--- src/rtl/tmm_pkg.sv ---
// tmm_pkg: shared widths, constants and register codes for the trimmed-mean moisture unit
// no dependencies; imported by the top level and its property checker
`timescale 1ns / 1ps

package tmm_pkg;

	localparam int unsigned SAMPLE_W   = 10;
	localparam int unsigned Q8_W       = 15;
	localparam int unsigned DIV_W      = 25;
	localparam int unsigned WINDOW_DEF = 10;
	localparam int unsigned TRIM_DEF   = 2;
	localparam int unsigned APB_DW     = 32;
	localparam int unsigned APB_AW     = 3;

	localparam logic [Q8_W-1:0]     FULL_SCALE_Q8 = 15'd25600;
	localparam logic [SAMPLE_W-1:0] DRY_RESET     = 10'd800;
	localparam logic [SAMPLE_W-1:0] WET_RESET     = 10'd300;

	// register index codes, taken from paddr[2]
	localparam logic REG_DRY = 1'b0;
	localparam logic REG_WET = 1'b1;

endpackage

--- src/rtl/tmm_ram.sv ---
// tmm_ram: generic single-write, single-read RAM with registered read data
// no dependencies
`timescale 1ns / 1ps

module tmm_ram #(
	parameter int unsigned WIDTH = 10,
	parameter int unsigned DEPTH = 10
) (
	input  logic                     clk,
	input  logic                     we,
	input  logic [$clog2(DEPTH)-1:0] waddr,
	input  logic [WIDTH-1:0]         wdata,
	input  logic [$clog2(DEPTH)-1:0] raddr,
	output logic [WIDTH-1:0]         rdata
);

	logic [WIDTH-1:0] mem_q [DEPTH];

	always_ff @(posedge clk) begin
		if (we) begin
			mem_q[waddr] <= wdata;
		end
		rdata <= mem_q[raddr];
	end

endmodule

--- src/rtl/tmm_div.sv ---
// tmm_div: restoring divider, one quotient bit per cycle
// no dependencies; divisor must be non-zero
`timescale 1ns / 1ps

module tmm_div #(
	parameter int unsigned NUM_W = 25,
	parameter int unsigned DEN_W = 10
) (
	input  logic             clk,
	input  logic             arst_n,
	input  logic             go,
	input  logic [NUM_W-1:0] num,
	input  logic [DEN_W-1:0] den,
	output logic             done,
	output logic [NUM_W-1:0] quot
);

	localparam int unsigned CNT_W = $clog2(NUM_W + 1);

	logic             run_q;
	logic             done_q;
	logic [CNT_W-1:0] cnt_q;
	logic [DEN_W-1:0] rem_q;
	logic [DEN_W-1:0] den_q;
	logic [NUM_W-1:0] quo_q;

	logic [DEN_W:0] rem_sh;
	logic [DEN_W:0] rem_nx;
	logic           ge;

	assign rem_sh = {rem_q, quo_q[NUM_W-1]};
	assign ge     = rem_sh >= {1'b0, den_q};
	assign rem_nx = ge ? (rem_sh - {1'b0, den_q}) : rem_sh;

	always_ff @(posedge clk or negedge arst_n) begin
		if (!arst_n) begin
			run_q  <= 1'b0;
			done_q <= 1'b0;
			cnt_q  <= '0;
		end else begin
			done_q <= 1'b0;
			if (go) begin
				run_q <= 1'b1;
				cnt_q <= CNT_W'(NUM_W);
			end else if (run_q) begin
				cnt_q <= cnt_q - CNT_W'(1);
				if (cnt_q == CNT_W'(1)) begin
					run_q  <= 1'b0;
					done_q <= 1'b1;
				end
			end
		end
	end

	always_ff @(posedge clk) begin
		if (go) begin
			rem_q <= '0;
			den_q <= den;
			quo_q <= num;
		end else if (run_q) begin
			rem_q <= rem_nx[DEN_W-1:0];
			quo_q <= {quo_q[NUM_W-2:0], ge};
		end
	end

	assign done = done_q;
	assign quot = quo_q;

endmodule

--- src/rtl/trimmed_mean_moisture_percent_unit.sv ---
// trimmed_mean_moisture_percent_unit: trimmed mean of a sample window mapped to Q8 percent
// depends on tmm_pkg, tmm_ram, tmm_div; done is one cycle wide and cannot be stalled
// a sample that does not close the window is stored while busy stays low
// the closing sample raises busy, which stays high until done; the cost is the rank pass
// and one division of 25 quotient bits, which is skipped when the mapping is zero or the calibration is bad;
// async reset empties the window and loads calibration defaults
`timescale 1ns / 1ps

module trimmed_mean_moisture_percent_unit
	import tmm_pkg::*;
#(
	parameter int unsigned WINDOW = WINDOW_DEF,
	parameter int unsigned TRIM   = TRIM_DEF
) (
	input  logic                clk,
	input  logic                arst_n,
	// configuration port
	input  logic                psel,
	input  logic                penable,
	input  logic                pwrite,
	input  logic [APB_AW-1:0]   paddr,
	input  logic [APB_DW-1:0]   pwdata,
	output logic [APB_DW-1:0]   prdata,
	output logic                pready,
	// sample word in
	input  logic                start,
	input  logic [SAMPLE_W-1:0] sample,
	output logic                busy,
	// result word out
	output logic                done,
	output logic [SAMPLE_W-1:0] mean_value,
	output logic [Q8_W-1:0]     moisture_q8,
	output logic                cal_error
);

	// window geometry; an over-large trim falls back to keeping the middle value(s)
	localparam int unsigned AW    = $clog2(WINDOW);
	localparam int unsigned T_EFF = (2 * TRIM >= WINDOW) ? (WINDOW - 1) / 2 : TRIM;
	localparam int unsigned HI    = WINDOW - T_EFF;
	localparam int unsigned N_MID = HI - T_EFF;
	localparam int unsigned SUM_W = SAMPLE_W + AW;
	localparam logic [AW-1:0] LAST_IDX = AW'(WINDOW - 1);

	// mean by reciprocal multiply, exact over the whole sum range
	localparam int unsigned RECIP_SH = SUM_W + $clog2(N_MID);
	localparam int unsigned RECIP_W  = RECIP_SH + 1;
	localparam int unsigned MPROD_W  = SUM_W + RECIP_W;
	localparam logic [RECIP_W-1:0] RECIP = RECIP_W'(((1 << RECIP_SH) + N_MID - 1) / N_MID);

	typedef enum logic [8:0] {
		S_IDLE   = 9'b000000001,
		S_LDI    = 9'b000000010,
		S_GETI   = 9'b000000100,
		S_CMP    = 9'b000001000,
		S_MEAN   = 9'b000010000,
		S_MAP    = 9'b000100000,
		S_QSTART = 9'b001000000,
		S_QWAIT  = 9'b010000000,
		S_OUT    = 9'b100000000
	} state_t;

	state_t state_q;

	// calibration registers
	logic [SAMPLE_W-1:0] dry_q;
	logic [SAMPLE_W-1:0] wet_q;

	// window fill and rank pass
	logic [AW-1:0]       fill_q;
	logic [AW-1:0]       i_q;
	logic [AW-1:0]       j_q;
	logic [AW-1:0]       rank_q;
	logic [SAMPLE_W-1:0] vi_q;
	logic [SUM_W-1:0]    sum_q;

	// mapping and result
	logic [SAMPLE_W-1:0] mean_q;
	logic [DIV_W-1:0]    prod_q;
	logic [SAMPLE_W-1:0] den_q;
	logic                skip_q;
	logic                err_q;
	logic [Q8_W-1:0]     q8_q;

	logic                accept;
	logic                ram_we;
	logic [AW-1:0]       raddr;
	logic [SAMPLE_W-1:0] rdata;
	logic                less;
	logic [AW-1:0]       rank_nx;
	logic                keep;
	logic [MPROD_W-1:0]  mean_prod;
	logic                wet_gt;
	logic                den_zero;
	logic                pos;
	logic [SAMPLE_W-1:0] diff;
	logic [SAMPLE_W-1:0] span;
	logic                div_go;
	logic [DIV_W-1:0]    div_num;
	logic [SAMPLE_W-1:0] div_den;
	logic                div_done;
	logic [DIV_W-1:0]    div_quot;
	logic                cfg_wr;

	// ---------------------------------------------------------------
	// configuration port: zero-wait writes, low ten bits kept
	// ---------------------------------------------------------------
	assign pready = 1'b1;
	assign cfg_wr = psel & penable & pwrite;

	always_ff @(posedge clk or negedge arst_n) begin
		if (!arst_n) begin
			dry_q <= DRY_RESET;
			wet_q <= WET_RESET;
		end else if (cfg_wr) begin
			if (paddr[2] == REG_DRY) begin
				dry_q <= pwdata[SAMPLE_W-1:0];
			end else begin
				wet_q <= pwdata[SAMPLE_W-1:0];
			end
		end
	end

	assign prdata = (paddr[2] == REG_WET) ? APB_DW'(wet_q) : APB_DW'(dry_q);

	// ---------------------------------------------------------------
	// sample store: one word written per accepted sample
	// ---------------------------------------------------------------
	assign busy   = (state_q != S_IDLE);
	assign accept = start & ~busy;
	assign ram_we = accept;

	// read address: the pivot sample, then a sweep over the whole window
	always_comb begin
		case (state_q)
			S_LDI:   raddr = i_q;
			S_GETI:  raddr = '0;
			S_CMP:   raddr = j_q + AW'(1);
			default: raddr = i_q;
		endcase
	end

	tmm_ram #(
		.WIDTH(SAMPLE_W),
		.DEPTH(WINDOW)
	) u_ram (
		.clk   (clk),
		.we    (ram_we),
		.waddr (fill_q),
		.wdata (sample),
		.raddr (raddr),
		.rdata (rdata)
	);

	// ---------------------------------------------------------------
	// rank pass: the shared comparator counts the samples ranked below the
	// pivot, ties broken by store position, so ranks form a permutation and
	// the pivot is summed when its rank lies in the central band
	// ---------------------------------------------------------------
	assign less    = (rdata < vi_q) | ((rdata == vi_q) & (j_q < i_q));
	assign rank_nx = rank_q + {{(AW-1){1'b0}}, less};
	assign keep    = (rank_nx >= AW'(T_EFF)) && ({1'b0, rank_nx} < (AW+1)'(HI));

	// central sum over the central count
	assign mean_prod = MPROD_W'(sum_q) * MPROD_W'(RECIP);

	// ---------------------------------------------------------------
	// two-point mapping; direction follows the sign of wet minus dry
	// ---------------------------------------------------------------
	assign wet_gt   = wet_q > dry_q;
	assign den_zero = (wet_q == dry_q);
	assign pos      = wet_gt ? (mean_q > dry_q) : (mean_q < dry_q);
	assign diff     = wet_gt ? (mean_q - dry_q) : (dry_q - mean_q);
	assign span     = wet_gt ? (wet_q - dry_q) : (dry_q - wet_q);

	// divider: scaled distance from dry over the calibration span
	assign div_go  = (state_q == S_QSTART) & ~skip_q;
	assign div_num = prod_q;
	assign div_den = den_q;

	tmm_div #(
		.NUM_W(DIV_W),
		.DEN_W(SAMPLE_W)
	) u_div (
		.clk    (clk),
		.arst_n (arst_n),
		.go     (div_go),
		.num    (div_num),
		.den    (div_den),
		.done   (div_done),
		.quot   (div_quot)
	);

	// ---------------------------------------------------------------
	// sequencer
	// ---------------------------------------------------------------
	always_ff @(posedge clk or negedge arst_n) begin
		if (!arst_n) begin
			state_q <= S_IDLE;
			fill_q  <= '0;
		end else begin
			case (state_q)
				S_IDLE: begin
					if (start) begin
						if (fill_q == LAST_IDX) begin
							// window closed: start over and process it
							fill_q  <= '0;
							state_q <= S_LDI;
						end else begin
							fill_q <= fill_q + AW'(1);
						end
					end
				end
				S_LDI:   state_q <= S_GETI;
				S_GETI:  state_q <= S_CMP;
				S_CMP: begin
					if (j_q == LAST_IDX) begin
						state_q <= (i_q == LAST_IDX) ? S_MEAN : S_LDI;
					end
				end
				S_MEAN:   state_q <= S_MAP;
				S_MAP:    state_q <= S_QSTART;
				S_QSTART: state_q <= skip_q ? S_OUT : S_QWAIT;
				S_QWAIT: begin
					if (div_done) begin
						state_q <= S_OUT;
					end
				end
				S_OUT:   state_q <= S_IDLE;
				default: state_q <= S_IDLE;
			endcase
		end
	end

	// datapath registers, all loaded before they are read
	always_ff @(posedge clk) begin
		case (state_q)
			S_IDLE: begin
				if (start && (fill_q == LAST_IDX)) begin
					i_q   <= '0;
					sum_q <= '0;
				end
			end
			S_GETI: begin
				vi_q   <= rdata;
				j_q    <= '0;
				rank_q <= '0;
			end
			S_CMP: begin
				j_q    <= j_q + AW'(1);
				rank_q <= rank_nx;
				if (j_q == LAST_IDX) begin
					if (keep) begin
						sum_q <= sum_q + SUM_W'(vi_q);
					end
					i_q <= i_q + AW'(1);
				end
			end
			S_MEAN: begin
				mean_q <= mean_prod[RECIP_SH +: SAMPLE_W];
			end
			S_MAP: begin
				prod_q <= DIV_W'(diff) * DIV_W'(FULL_SCALE_Q8);
				den_q  <= span;
				// equal points or a mean on the dry side give zero
				skip_q <= den_zero | ~pos;
				err_q  <= den_zero;
			end
			S_QSTART: begin
				if (skip_q) begin
					q8_q <= '0;
				end
			end
			S_QWAIT: begin
				if (div_done) begin
					// saturate past the wet point
					q8_q <= (div_quot > DIV_W'(FULL_SCALE_Q8)) ? FULL_SCALE_Q8
						: div_quot[Q8_W-1:0];
				end
			end
			default: ;
		endcase
	end

	// ---------------------------------------------------------------
	// result word
	// ---------------------------------------------------------------
	assign done        = (state_q == S_OUT);
	assign mean_value  = mean_q;
	assign moisture_q8 = q8_q;
	assign cal_error   = err_q;

endmodule

--- config.mk ---
export PLATFORM = sky130hd
export DESIGN_NAME = trimmed_mean_moisture_percent_unit
export DESIGN_NICKNAME = d
export VERILOG_FILES = /design/src/rtl/tmm_pkg.sv /design/src/rtl/tmm_ram.sv /design/src/rtl/tmm_div.sv /design/src/rtl/trimmed_mean_moisture_percent_unit.sv
export SDC_FILE = /design/constraint.sdc
export NUM_CORES = 1
export LEC_CHECK = 0
export ABC_AREA = 1
export ABC_CLOCK_PERIOD_IN_PS = 13900
export CELL_PAD_IN_SITES_DETAIL_PLACEMENT = 1
export CELL_PAD_IN_SITES_GLOBAL_PLACEMENT = 2
export CORE_MARGIN = 2
export CORE_UTILIZATION = 40
export DETAILED_ROUTE_END_ITERATION = 16
export DONT_BUFFER_PORTS = 1
export HOLD_SLACK_MARGIN = 0.05
export PLACE_DENSITY_LB_ADDON = 0.15
export SLEW_MARGIN = 20
export SYNTH_ARGS = -nofsm -noshare
export SYNTH_HDL_FRONTEND = slang
export SYNTH_SLANG_ARGS = --single-unit
--- constraint.sdc ---
create_clock -name clk -period 13.9 [get_ports clk]
set_input_delay 2.78 -clock clk [delete_from_list [all_inputs] [get_ports clk]]
set_output_delay 2.78 -clock clk [all_outputs]
set_load 0.01 [all_outputs]
==> summary.md, run 1 <==
| Metric | Value |
|---|---|
| Outcome | finished, final reports clean |
| Worst-margin pin slew | 1.20 ns |
| Crit start category | flop |
| RSZ-0062 raised after global routing | no |
| Die Area | 49900 um2 |
| Initial Utilization | 40.4% |
| Nets@finish | 2426 |
| Pre-CTS WS | 7.76 ns |
| Sequential area share after synthesis | 42.1% |
| Final hold vios | 0 |
| All-Layer GR Usage | 19.8% |
| Clk Latency, worst-skew pair | 0.56 ns |
| WL met1 | 20600 um |
| Vias in the first global route | 14.6k |
| Antenna Cells | 0 |
| Clock Skew | 0.0349 ns |
| Number of placement rows | 80 |
| IO buf count | 0 |
| # hold bufs at CTS | 0 |
| Core area | 47600 um2 |
| TNS Setup | 0 ns |
| Post-DP Area | 19700 um2 |
| Placer Congestion | 0.822 |
| DRT Pass-1 Iters | 5 |
| Crit path arrival time | 6.38 ns |
| Detailed-route DRC error count | 0 |
| Worst hold margin | 0.418 ns |
| Die width | 223 um |
| Final setup margin | 7.83 ns |
| Total wire length | 48500 um |
| Peak Freq | 0.165 GHz |
| Setup violations, final | 0 |
| Htree depth | 2 |
| Total CTS buffers | 36 |
| CTS tree | done |
| Mapped cell area | 19300 um2 |
| Warnings, synthesis | 0 |
| Drt via density | 4.98 |
| Slew Limit Fails | 0 |
| WS Path Type | flop to flop |
| Initial antenna violation count | 1 |
| Hpwl dp | 37700 um |
| Post-CTS setup buffer count | 0 |
| First-iteration detailed-routing DRC count | 536 |
| Top FF cell, synth | edfxtp_1 |
| Largest net degree at the start of global routing | 61 |
| Register bit total from synthesis | 283 |
| Final instance area | 20900 um2 |
| Multi-input logic area | 9210 um2 |
| Average size of a mapped cell | 9.10 um2 |
| EDFF count, synth | 223 |
| Met2 Wirelength | 25000 um |
| Critical Path End Type | flop |
| Clock Tree Root | clkbuf_16 |
| Via count | 13.7k |
| Fin crit period | 6.07 ns |
| Reg clk slew, reported paths | 0.06 ns |
| Largest buffer count on any clock path | 3 |
| Met3 Routed Length | 1830 um |
| Max-slew headroom | 19.1% |
| Post-Syn Instances | 2117 |
| I/O pin cnt | 112 |
| Top sig layer | met5 |
| First-pass GRT wire length | 77800 um |
| CTS Sinks | 283 |
| Post-cts sizing count | 0 |
| Die span in y | 223 um |
| Worst hold path type | flop to flop |
| Share of cells above drive strength 1 | 5.47% |
| Critical path required time | 14.21 ns |
| Max_cap viols | 0 |
| Synth cell types | 51 |
| Fill count | 5531 |
| Area Growth Syn to Fin | 8.34% |
| CP Max Fanout | 24 |
| Ys async rst share | 14.1% |
| Final ANT Viol Nets | 0 |
| Remaining Overflow, GRT | 0 |
| Sequential Area | 8110 um2 |
| Period utilization | 43.7% |
| Routed wire per std cell | 17.6 um |
path summary, 6_finish.rpt:
path,start,end,slack (ns),depth (start not counted)
worst min-delay path,den_q[2],u_div.den_q[2],0.42,0
worst min register to register,den_q[2],u_div.den_q[2],0.42,0
max in group asynchronous,arst_n,state_q[0],11.78,0
worst max register to register,dry_q[2],div_num[24],7.83,24
worst max-delay path,dry_q[2],div_num[24],7.83,24
min in group asynchronous,arst_n,u_div.done,1.92,0
stage by stage:
| stage | utilization, % | instances |
|---|---|---|
| after floorplan | - | 2138 |
| after global placement | 41.3 | 2687 |
| final | 43.8 | 2752 |
| after detailed placement | 41.3 | 2687 |
| after CTS | 43.8 | 2752 |
| after global routing | 43.8 | 2752 |
cells in the final DEF, fill, tap and decap left out, types with 8 or more instances in the layout:
| cell type | instances |
|---|---|
| inv_1 | 392 |
| dfxtp_1 | 20 |
| conb_1 | 23 |
| clkbuf_16 | 36 |
| ha_1 | 198 |
| nor3_1 | 23 |
| xor2_1 | 53 |
| buf_4 | 9 |
| dfstp_2 | 8 |
| a21oi_1 | 95 |
| dfrtp_1 | 32 |
| edfxtp_1 | 223 |
| nor2_1 | 138 |
| o211ai_1 | 17 |
| fa_1 | 67 |
| nand4_1 | 13 |
| inv_2 | 17 |
| clkbuf_1 | 9 |
| xnor2_1 | 13 |
| nand2_1 | 380 |
| nand3_1 | 150 |
| o21ai_1 | 21 |
| o21ai_0 | 94 |
critical path, stage by stage, from the launching register on:
cell and delay [ns]:
dfrtp_1 0.49, inv_1 0.18, ha_1 0.43, nand2_1 0.14, nor2_1 0.05, nor2_1 0.23
o211ai_2 0.13, nand2_1 0.07, nand2_1 0.09, nand2_2 0.39, inv_2 0.26, o21ai_0 0.73
ha_1 0.38, ha_1 0.28, inv_1 0.05, fa_1 0.53, inv_1 0.04, ha_1 0.34
a21oi_1 0.20, o21ai_0 0.10, a21oi_1 0.20, nor2_1 0.08, o21ai_0 0.19, nand2_1 0.09
xor2_1 0.14
registers in the layout, summed over array words and instances, names as in the netlist, 5 cells and up:
name,cells
u_div.quot,25
state_q,9
dry_q,10
u_div.cnt_q,5
u_ram.mem_q,100
den_q,10
u_div.den_q,10
u_ram.rdata,10
wet_q,10
mean_value,10
u_div.rem_q,10
vi_q,10
moisture_q8,15
sum_q,14
div_num,15
layer usage:
metal,track usage (%),up-vias
met3,3.77,52
met5,0,-
met4,5.23,2
li1,-,6836
met1,23.6,6670
met2,36.4,142
cell usage after synthesis, types with 3 or more instances:
master       n  area (um2)
buf_2       26         130
clkbuf_1    10        37.5
o21bai_1     6        45.0
inv_2       16        60.1
nand2_1    380        1430
xor2_1      53         464
o21ai_0     94         470
xnor2_1     13         114
nor4_1       6        37.5
a31oi_1      6        37.5
nand3_1    150         751
fa_1        67        1340
dfxtp_1     20         400
nand4_1     13        81.3
buf_6        9         101
dfstp_2      8         210
o2111ai_1    3        26.3
nor3_1      23         115
a21oi_1     95         475
nand2_2      7        43.8
o21a_1       7        52.6
a21o_1       6        45.0
o211ai_1    17         128
inv_1      393        1480
dfrtp_1     32         801
ha_1       198        2480
o21ai_1     21         105
buf_4       27         203
nor2_4       4        45.0
nand3b_1     7        52.6
nor2_2       6        37.5
edfxtp_1   223        6700
o31ai_1      3        22.5
and3_1       3        18.8
nor2_1     140         526
a21boi_0     5        37.5
layout make-up:
cell class / count / share of cell area, %
repair buffers: 9 / 0.324
inverters: 410 / 7.38
clock buffers: 47 / 4.58
flip-flops and latches: 283 / 38.9
clock inverters: 18 / 1.00
well taps: 615 / 3.69
multi-input cells: 1370 / 44.2
cells by family (layout without fill, tap and decap cells):
logic type,Yosys count,after routing,synth area share [%]
buffers and inverters,485,484,10.5
other,2,23,0.0390
adders and majority gates,265,265,19.8
xor gates and xnor gates,66,66,3.00
and+or+nand+nor,747,747,16.7
AOI/OAI and AO/OA,269,269,7.79
DFF,283,283,42.1
Power of run 1 is left out: the tool's default activity adds up to more than one toggle a clock period on the data nets, which glitch-free logic cannot reach.
==> run 2: changes to the inputs <==
- ABC_CLOCK_PERIOD_IN_PS: 13900 -> 6200
- clock period: 13.9 -> 6.2 ns (I/O delays scaled with it)
==> run 2 against run 1 <==
  * Sequential share of layout area fell by 0.13 points
  * Non-clock buffer count rose by 5
  * Sequential cell count did not move
  * Setup slack got worse by 6.8 ns
  * Via count rose by 0.78%
  * Register-to-register slack got worse by 6.8 ns
  * Critical endpoint unchanged
==> summary.md, run 2 (synthesized netlist as in run 1, its figures left out) <==
| Metric | Value |
|---|---|
| Max-slew headroom | 28.1% (+9.0 points) |
| TNS Setup | 0 ns (unchanged) |
| Initial antenna violation count | 1 (unchanged) |
| Vias in the first global route | 14.8k (+1.9%) |
| Crit path arrival time | 5.49 ns (-0.89 ns) |
| Clock Skew | 0.0184 ns (-0.0165 ns) |
| Crit start category | flop |
| CP Max Fanout | 15 (-38%) |
| Critical path required time | 6.50 ns (-7.71 ns) |
| Die width | 223 um (unchanged) |
| Antenna Cells | 0 (unchanged) |
| Die Area | 49900 um2 (unchanged) |
| Initial Utilization | 40.4% (unchanged) |
| Worst R2R Path Depth | 25 (+4.2%) |
| Via count | 13.8k (+0.78%) |
| Number of placement rows | 80 (unchanged) |
| Met3 Routed Length | 1650 um (-9.4%) |
| Total CTS buffers | 36 (unchanged) |
| All-Layer GR Usage | 20.4% (+0.55 points) |
| Top sig layer | met5 |
| CP endpoint | div_num[24] |
| Setup violations, final | 0 (unchanged) |
| Total wire length | 49600 um (+2.4%) |
| Sequential Area | 8110 um2 (unchanged) |
| Post-cts sizing count | 0 (unchanged) |
| CTS tree | done |
| DRT Pass-1 Iters | 4 (-1) |
| Post-CTS setup buffer count | 0 (unchanged) |
| Peak Freq | 0.192 GHz (+17%) |
| Nets@finish | 2431 (+0.21%) |
| RSZ-0062 raised after global routing | no |
| IO buf count | 0 (unchanged) |
| Outcome | finished, final reports clean |
| Worst r2r src | dry_q[0] |
| Slew Limit Fails | 0 (unchanged) |
| Fill count | 5490 (-0.74%) |
| Largest net degree at the start of global routing | 61 (unchanged) |
| First-pass GRT wire length | 80000 um (+2.7%) |
| Core area | 47600 um2 (unchanged) |
| Post-DP Area | 19700 um2 (+0.17%) |
| Multi-input logic area | 9220 um2 (about the same) |
| Top reg by flops | u_ram.mem_q |
| Drt via density | 5.01 (+0.56%) |
| Worst hold path type | input pin to asynchronous set/reset pin |
| Detailed-route DRC error count | 0 (unchanged) |
| Reg clk slew, reported paths | 0.06 ns (about the same) |
| I/O pin cnt | 112 (unchanged) |
| Placer Congestion | 0.815 (-0.94%) |
| CTS Sinks | 283 (unchanged) |
| Most frequent cells in the layout | inv_1 (393), nand2_1 (380), edfxtp_1 (223) |
| Met2 Wirelength | 25200 um (+0.73%) |
| Die span in y | 223 um (unchanged) |
| CP Launch Point | dry_q[0] |
| Final instance area | 20900 um2 (+0.34%) |
| Reg2Reg Setup Slack | 1.00 ns (-6.82 ns) |
| Terminus of the critical flop-to-flop path | div_num[24] |
| Hpwl dp | 38600 um (+2.4%) |
| Fin crit period | 5.20 ns (-0.877 ns) |
| Largest register FFs | 100 (unchanged) |
| WL met1 | 21600 um (+4.5%) |
| Area Growth Syn to Fin | 8.71% |
| Clk Latency, worst-skew pair | 0.55 ns (about the same) |
| Commonest non-fill, non-tap cell in the layout | inv_1 |
| First-iteration detailed-routing DRC count | 563 (+5.0%) |
| Share of cells above drive strength 1 | 5.65% (+0.17 points) |
| Htree depth | 2 (unchanged) |
| Period utilization | 83.8% (+40 points) |
| Largest buffer count on any clock path | 3 (unchanged) |
| Final hold vios | 0 (unchanged) |
| Final ANT Viol Nets | 0 (unchanged) |
| Worst-margin pin slew | 1.08 ns (-0.127 ns) |
| Critical Path End Type | flop |
| # hold bufs at CTS | 0 (unchanged) |
| Clock Tree Root | clkbuf_16 |
| Routed wire per std cell | 18.0 um (+2.2%) |
| Remaining Overflow, GRT | 0 (unchanged) |
| Max_cap viols | 0 (unchanged) |
| WS Path Type | flop to flop |
## run 2: area by class of cell
type | count | share of cell area, %
well taps | 615 | 3.68
multi-input cells | 1370 | 44.0
clock buffers | 47 | 4.85
flip-flops and latches | 283 | 38.7
repair buffers | 14 | 0.502
inverters | 410 | 7.35
clock inverters | 19 | 0.849
## run 2: how the worst min path moves through the flow
stage | slack, ns | endpoint | start | depth (start not counted)
2_1_floorplan | 0.40 | u_div.den_q[0] | den_q[0] | 0
3_3_place_gp | 0.40 | u_div.den_q[2] | den_q[2] | 0
3_5_place_dp | 0.41 | u_div.den_q[4] | den_q[4] | 0
4_1_cts | 0.36 | state_q[2] | arst_n | 0
5_1_grt | 0.37 | fill_q[2] | arst_n | 0
6_report | 0.39 | u_div.run_q | arst_n | 0
## run 2: critical path: stages, from the launching register on
cell and delay (ns):
dfrtp_1 0.45, ha_1 0.28, fa_1 0.45, nor2_1 0.15, nor2_1 0.09, o211ai_2 0.18, nand2_1 0.08, nand2_1 0.12
nand2_2 0.07, inv_2 0.23, nand3_1 0.11, o21ai_0 0.11, buf_4 0.17, ha_1 0.23, ha_1 0.28, inv_1 0.05
fa_1 0.53, inv_1 0.05, ha_1 0.35, a21oi_1 0.18, o21ai_0 0.11, a21oi_1 0.21, nor2_1 0.08, o21ai_0 0.18
nand2_1 0.09, xor2_1 0.14
## run 2: metal layers
| metal | global-route usage, % | vias to the layer above |
|---|---|---|
| li1 | - | 6840 |
| met1 | 24.9 | 6758 |
| met2 | 36.6 | 140 |
| met3 | 3.49 | 69 |
| met4 | 5.94 | 2 |
| met5 | 0 | - |
## run 2: metrics by stage
| stage | hold slack (ns) | setup slack [ns] | std cells | utilization, % |
|---|---|---|---|---|
| after global routing | 0.368 | 0.446 | 2758 | 43.9 |
| after CTS | 0.360 | 0.937 | 2757 | 43.9 |
| final | 0.389 | 1.00 | 2758 | 43.9 |
| after global placement | 0.400 | 1.04 | 2691 | 41.4 |
| after detailed placement | 0.406 | 0.948 | 2691 | 41.4 |
| after floorplan | 0.400 | 1.57 | 2138 | - |
Power of run 2 is left out for the same reason.
